**config.mk**
```make
export PLATFORM = sky130hd
export DESIGN_NAME = rstc_next_pc
export DESIGN_NICKNAME = d
export VERILOG_FILES = /design/src/hw/rtl/rstc_pkg.sv /design/src/hw/rtl/rstc_next_pc.sv
export SDC_FILE = /design/constraint.sdc
export NUM_CORES = 1
export LEC_CHECK = 0
export BUFFER_PORTS_ARGS = -buffer_cell sky130_fd_sc_hd__buf_2
export CAP_MARGIN = 10
export CORE_MARGIN = 8
export CORE_UTILIZATION = 45
export DETAILED_ROUTE_END_ITERATION = 12
export GPL_TIMING_DRIVEN = 0
export PLACE_DENSITY = 0.8
export SETUP_SLACK_MARGIN = 0.05
export SYNTH_ARGS = -nofsm -noshare
export SYNTH_HDL_FRONTEND = slang
export SYNTH_SLANG_ARGS = --single-unit
```
**constraint.sdc**
```tcl
create_clock -name vclk -period 18.7
set_input_delay 3.74 -clock vclk [all_inputs]
set_output_delay 3.74 -clock vclk [all_outputs]
set_load 0.005 [all_outputs]
```
**src/hw/rtl/rstc_pkg.sv**
```systemverilog
// shared types, constants and opcode codes for the step target calculator
`default_nettype none
package rstc_pkg;

  localparam int DATA_W   = 64;
  localparam int INSN_W   = 32;
  localparam int XLEN_DEF = 64;
  localparam int REGS     = 32;
  localparam int REG_AW   = $clog2(REGS);

  // 32-bit opcodes
  localparam logic [6:0] OP_BRANCH = 7'h63;
  localparam logic [6:0] OP_JALR   = 7'h67;
  localparam logic [6:0] OP_JAL    = 7'h6f;

  // instruction length / compressed quadrants
  localparam logic [1:0] QUAD_0  = 2'b00;
  localparam logic [1:0] QUAD_1  = 2'b01;
  localparam logic [1:0] QUAD_2  = 2'b10;
  localparam logic [1:0] QUAD_32 = 2'h3;

  // branch funct3
  localparam logic [2:0] F3_BEQ  = 3'd0;
  localparam logic [2:0] F3_BNE  = 3'd1;
  localparam logic [2:0] F3_RSV2 = 3'd2;
  localparam logic [2:0] F3_RSV3 = 3'd3;
  localparam logic [2:0] F3_BLT  = 3'd4;
  localparam logic [2:0] F3_BGE  = 3'd5;
  localparam logic [2:0] F3_BLTU = 3'd6;
  localparam logic [2:0] F3_BGEU = 3'd7;

  // compressed funct3
  localparam logic [2:0] CF3_JAL  = 3'd1;
  localparam logic [2:0] CF3_JR   = 3'd4;
  localparam logic [2:0] CF3_J    = 3'd5;
  localparam logic [2:0] CF3_BEQZ = 3'd6;
  localparam logic [2:0] CF3_BNEZ = 3'd7;

  localparam logic MODE_WRITE   = 1'b0;
  localparam logic MODE_COMPUTE = 1'b1;

  typedef struct packed {
    logic              mode;
    logic [REG_AW-1:0] reg_index;
    logic [DATA_W-1:0] reg_value;
    logic [INSN_W-1:0] instruction;
    logic [DATA_W-1:0] pc;
  } rstc_in_t;

  typedef struct packed {
    logic [DATA_W-1:0] next_pc;
    logic              jump_taken;
    logic              status;
  } rstc_out_t;

endpackage
`default_nettype wire

```
**src/hw/rtl/rstc_next_pc.sv**
```systemverilog
// decode, compare and target add for one instruction
`default_nettype none
module rstc_next_pc import rstc_pkg::*; (
  input  logic [INSN_W-1:0] ins,
  input  logic [DATA_W-1:0] pc,
  input  logic [DATA_W-1:0] rs1_raw,
  input  logic [DATA_W-1:0] rs2_raw,
  input  logic              narrow,
  output rstc_out_t         res
);

  logic [DATA_W-1:0] mask;
  logic [DATA_W-1:0] sbit;
  logic [DATA_W-1:0] a;
  logic [DATA_W-1:0] b;
  logic              eq;
  logic              lt_s;
  logic              lt_u;
  logic [DATA_W-1:0] base;
  logic [DATA_W-1:0] off;
  logic [DATA_W-1:0] sum;
  logic              clr0;
  logic              taken;
  logic              status;
  logic [DATA_W-1:0] imm_b;
  logic [DATA_W-1:0] imm_j;
  logic [DATA_W-1:0] imm_i;
  logic [DATA_W-1:0] imm_cj;
  logic [DATA_W-1:0] imm_cb;
  logic              cond;

  assign mask = narrow ? DATA_W'(32'hffff_ffff) : '1;
  assign sbit = narrow ? DATA_W'(32'h8000_0000) : {1'b1, {(DATA_W-1){1'b0}}};
  assign a    = rs1_raw & mask;
  assign b    = rs2_raw & mask;
  assign eq   = (a == b);
  assign lt_s = ((a ^ sbit) < (b ^ sbit));
  assign lt_u = (a < b);

  assign imm_b  = {{52{ins[31]}}, ins[7], ins[30:25], ins[11:8], 1'b0};
  assign imm_j  = {{44{ins[31]}}, ins[19:12], ins[20], ins[30:21], 1'b0};
  assign imm_i  = {{53{ins[31]}}, ins[30:20]};
  assign imm_cj = {{53{ins[12]}}, ins[8], ins[10:9], ins[6], ins[7], ins[2], ins[11],
                   ins[5:3], 1'b0};
  assign imm_cb = {{56{ins[12]}}, ins[6:5], ins[2], ins[11:10], ins[4:3], 1'b0};

  always_comb begin
    base   = pc;
    off    = (ins[1:0] == QUAD_32) ? DATA_W'(4) : DATA_W'(2);
    clr0   = 1'b0;
    taken  = 1'b0;
    status = 1'b0;
    cond   = 1'b0;
    unique case (ins[1:0])
      QUAD_32: begin
        unique case (ins[6:0])
          OP_BRANCH: begin
            unique case (ins[14:12])
              F3_BEQ:  cond = eq;
              F3_BNE:  cond = !eq;
              F3_BLT:  cond = lt_s;
              F3_BGE:  cond = !lt_s;
              F3_BLTU: cond = lt_u;
              F3_BGEU: cond = !lt_u;
              F3_RSV2, F3_RSV3: status = 1'b1;
              default: status = 1'b1;
            endcase
            if (cond) begin
              off   = imm_b;
              taken = 1'b1;
            end
          end
          OP_JALR: begin
            if (ins[14:12] == 3'd0) begin
              base  = a;
              off   = imm_i;
              clr0  = 1'b1;
              taken = 1'b1;
            end
          end
          OP_JAL: begin
            off   = imm_j;
            taken = 1'b1;
          end
          default: ;
        endcase
      end
      QUAD_1: begin
        if (ins[15:13] == CF3_J || (ins[15:13] == CF3_JAL && narrow)) begin
          off   = imm_cj;
          taken = 1'b1;
        end else if (ins[15:13] == CF3_BEQZ || ins[15:13] == CF3_BNEZ) begin
          cond = (ins[15:13] == CF3_BEQZ) ? (a == '0) : (a != '0);
          if (cond) begin
            off   = imm_cb;
            taken = 1'b1;
          end
        end
      end
      QUAD_2: begin
        if (ins[15:13] == CF3_JR && ins[6:2] == 5'd0 && ins[11:7] != 5'd0) begin
          base  = a;
          off   = '0;
          clr0  = 1'b1;
          taken = 1'b1;
        end
      end
      QUAD_0: ;
      default: ;
    endcase
  end

  assign sum = base + off;

  assign res.next_pc    = {sum[DATA_W-1:1], sum[0] & !clr0} & mask;
  assign res.jump_taken = taken;
  assign res.status     = status;

endmodule
`default_nettype wire

```
## Yosys cells after proc, flatten, opt, wreduce, memory -nomap -nowiden

Cells that the tools add are included.

| word-level totals | value |
|---|---|
| flip-flop bits (word level) | 0 |
| bits in latches | 0 |
| memory bits (writable) | 0 |
| memory bits (read-only) | 0 |
| input port bits | 225 |
| memories kept | 0 |

| cells by class | value |
|---|---|
| add/subtract/negate cells | 1 |
| $mul | 0 |
| div/mod/pow operators | 0 |
| $lt $le $gt $ge | 2 |
| equality and inequality tests | 19 |
| shift-type cells | 0 |
| mux-type cells | 32 |
| bitwise operators | 6 |
| reductions and logical operators | 15 |

Operators with widths:

| cell | count |
|---|---|
| 64-bit two-way mux | 10 |
| 64-bit case mux with 3 select lines | 2 |
| 64-bit bitwise AND | 3 |
| 64-bit < comparator | 2 |
| 64-bit case mux with 2 select lines | 1 |
| 64-bit bitwise XOR | 2 |
| 64-bit adder | 1 |
| 64-bit equality test | 1 |
| 64-bit zero test | 1 |
| 64-bit nonzero test | 1 |
| 3-bit equality test (second input constant) | 8 |
| 7-bit equality test (second input constant) | 3 |
| 1-bit two-way mux | 13 |
| 3-bit by 1-bit equality test with 1-bit output (second input constant) | 2 |
| 3-bit by 2-bit equality test with 1-bit output (second input constant) | 2 |
| 3-bit two-way mux | 2 |
| 1-bit case mux with 3 select lines | 2 |
| 1-bit case mux with 6 select lines | 1 |
| 5-bit zero test | 1 |
| 5-bit nonzero test | 1 |
| 2-bit equality test (second input constant) | 2 |
| 1-bit zero test | 4 |
| 1-bit logical AND | 3 |
| 3-bit zero test | 1 |
| other kinds (5) | 6 |

## Depth between registers and ports, before layout

| logic depth | value |
|---|---|
| depth after elaboration | 14 |
| depth in mapped cells | 30 |

## Worst setup path before layout

Ideal clock, no wire load.

| path | value |
|---|---|
| kind | input to output |
| start | input port narrow |
| end | output port res[65] in the netlist's numbering |
| data arrival time | 10.334 ns |
| data required time | 14.960 ns |
| slack | 4.626 ns |
| stages | 26 |
| buffers on the path | 3 |
| cell sequence | buf_2 clkinv_1 clkbuf_1 nand2_1 ha_1 a21o_1 a221o_1 a221oi_1 nor2_1 a211oi_1 nand2_1 mux2i_2 o311ai_4 nand3_1 ha_1 clkbuf_2 and3_1 nand4_1 or3_1 o211ai_2 a21oi_2 o41ai_2 nand2b_1 a41oi_2 or3b_1 a21oi_2 |

RTL lines:

| what | line | RTL |
|---|---|---|
| start, declared | rstc_next_pc.sv:8 | `input logic narrow,` |
| end, declared | rstc_next_pc.sv:9 | `output rstc_out_t res` |

==> flow_metrics.py <==
metrics = {
    "synth": {
        "synthesis.area_um2": 7244,
        "yosys_warnings": 0,
        "synth_top_area_cell": "ha_1",
        "syn-mean-instance-area_um2": 6.946,
        "ys_seq_area_share_pct": 0,
        "syn_inst": 1043,
        "synth.top_cell.area_share_pct": 21.93,
        "synthDistinctLibCells": 84,
        "synth.area.top_cells": "ha_1 (22%), mux2_2 (9.5%), a21oi_1 (6.3%)",
        "postSynthNetCount": 1396,
    },
    "power": {
        "power_frac_seq_pct": 0,
        "power_frac_clock_pct": 0,
        "intPower_mw": 0.08208,
        "power.switching_mw": 0.1037,
        "p_leak_nw": 4.783,
        "pwr_density_cell_nw_per_um2": 20.65,
        "pwr-share-comb_pct": 100.0,
        "ir_drop_mv": 0.009748,
        "power_switching_share_pct": 55.82,
    },
    "setup_path": {
        "cp-start-kind": "input pin",
        "path_class": "input pin to output pin",
        "cp_slowest_cell": "o21ai_0",
        "cp.required_ns": 14.96,
        "critPathMaxFanout": 10,
        "cp-end-kind": "output pin",
        "arrival_ns": 11.69,
        "cp_common_cell": "buf_2",
        "critPathLaunch": "narrow",
        "max_stage_delay_ns": 0.59,
    },
    "run_status": {
        "outcome": "completed",
    },
    "timing": {
        "rsz0062_at_grt": "false",
        "period_share_pct": 82.50,
        "setup_tns_ns": 0,
        "finalSetupViolCount": 0,
        "slew_viol_final": 0,
        "finalHoldViolCount": 0,
        "worst-slew-pin-transition_ns": 0.8012,
        "fmax_mhz": 64.82,
        "maxSlewHeadroom_pct": 46.59,
        "fin_crit_ns": 15.43,
    },
    "die": {
        "io_pins": 291,
        "die_width_um": 142.9,
        "num_rows": 46,
        "die_h_um": 142.9,
        "core_um2": 15830,
        "die_area_um2": 20410,
        "start_util_pct": 45.77,
    },
    "global_route": {
        "grt_pass1_wl_um": 45320,
        "track_usage_pct": 27.42,
        "first_global_vias": 8974,
        "antenna_found_initial": 3,
        "grt_overflow_total": 0,
        "grt_max_degree": 37,
    },
    "placed_design": {
        "io_buffers": 289,
        "routabilityCongestion": 0.9942,
        "place_area_um2": 8986,
        "hpwl_um": 25550,
    },
    "detailed_routing": {
        "num_vias": 9180,
        "via_per_inst": 5.911,
        "routed_wl_um": 29520,
        "drc": 0,
        "ant_nets": 0,
        "drtIter0Drc": 578,
        "firstDrtPassIters": 5,
        "wire_per_inst_um": 19.01,
    },
    "hold_path": {
        "worstHoldStart": "pc[1]",
        "min_path_type": "input pin to output pin",
    },
    "final_layout": {
        "nets": 1688,
        "seq_cell_count": 0,
        "fillers": 1583,
        "syn_to_final_growth_pct": 24.18,
        "design_area_um2": 8996,
        "drive_gt1_share_pct": 29.71,
        "n_clock_buffer": 0,
        "seq_area_um2": 0,
        "multi_input_area_um2": 6848,
    },
    "clock_network": {
        "cts_resized": 0,
        "cts_setup_buffers": 0,
        "cts_hold_buf": 0,
    },
    "run": {
        "maxCapViolCount": 0,
    },
}
==> Yosys cell counts, types with 6 or more instances <==
cell type and instances:
nand3_1 24, ha_1 127, nor2_1 80, mux2_2 61
o21ai_1 6, nand2b_1 17, nor4_1 20, clkbuf_1 28
o21bai_1 8, a21oi_1 91, o211ai_1 7, xnor2_1 31
inv_1 53, or3_1 6, a21o_1 48, nand4_1 25
and3_1 13, a31oi_1 13, nor2b_1 43, xor2_1 23
nor3_1 16, buf_4 6, o21a_1 10, o21ai_0 56
nand2_1 111, a211oi_1 8
==> kinds of logic (layout without fill, tap and decap cells) <==
| kind of cell | Yosys count | count (layout) | synth area share, % |
|---|---|---|---|
| AOI/OAI and AO/OA | 305 | 305 | 27.84 |
| xor gates and xnor gates | 54 | 54 | 6.528 |
| adders and majority gates | 128 | 128 | 22.21 |
| buffers and inverters | 98 | 388 | 5.544 |
| muxes | 66 | 66 | 10.29 |
| other | 0 | 4 | 0 |
| and+or+nand+nor | 392 | 392 | 27.58 |
==> final timing paths <==
kind / end / depth (start not counted) / slack (ns)
min: res[3] / 4 / 7.99
max: res[64] / 31 / 3.27
==> cell usage in the layout (no fill, tap or decap), drive strengths merged, types with 7 or more instances in the layout <==
cell type  count
buf          302
ha           127
nand2        111
a21oi         94
nor2          82
o21ai         63
mux2          62
inv           53
a21o          48
nor2b         43
clkbuf        32
xnor2         31
nand4         26
nand3         24
xor2          23
nor4          20
nand2b        17
nor3          17
and3          14
a31oi         13
o21a          10
o211ai         9
a211oi         8
o21bai         8
and4           7
==> routing by layer <==
| metal | wire length [um] | up-vias | track usage (%) |
|---|---|---|---|
| met4 | 1284 | 0 | 11.07 |
| li1 | - | 4446 | - |
| met3 | 2674 | 92 | 4.841 |
| met5 | 0 | - | 0 |
| met2 | 13430 | 455 | 45.74 |
| met1 | 12140 | 4187 | 34.13 |
==> worst max-delay path, delay by kind of cell <==
family	cells	cell delay [ns]
simple gates	8	1.44
compound gates	14	4.07
buf+inv	6	1.59
fa+ha+maj	2	0.63
mux	1	0.23
==> power by group through the flow <==
| stage | sequential, mW | combinational [mW] | clock, mW |
|---|---|---|---|
| 2_1_floorplan | 0 | 0.110 | 0 |
| 3_3_place_gp | 0 | 0.178 | 0 |
| 3_5_place_dp | 0 | 0.182 | 0 |
| 4_1_cts | 0 | 0.183 | 0 |
| 5_1_grt | 0 | 0.205 | 0.0000000215 |
| 6_report | 0 | 0.186 | 0.0000000286 |
==> metrics by stage <==
step / setup slack, ns / std cells / total power [mW] / hold slack [ns] / util (%)
floorplan: 4.626 / 1043 / 0.1099 / 7.715 / -
global placement: 2.241 / 1548 / 0.1778 / 7.982 / 56.62
detailed placement: 3.566 / 1549 / 0.1822 / 7.991 / 56.77
CTS: 3.537 / 1549 / 0.1834 / 7.992 / 56.77
global route: 2.944 / 1552 / 0.2053 / 8.040 / 56.82
finish: 3.272 / 1553 / 0.1858 / 7.988 / 56.84
==> cell type report <==
class | instances | share of cell area, %
Multi-Input combinational cell | 945 | 76.12
Timing Repair Buffer | 290 | 16.30
Inverter | 54 | 2.253
Antenna cell | 4 | 0.1113
Buffer | 44 | 2.211
Tap cell | 216 | 3.004
Power figures use the tool's default switching activity.
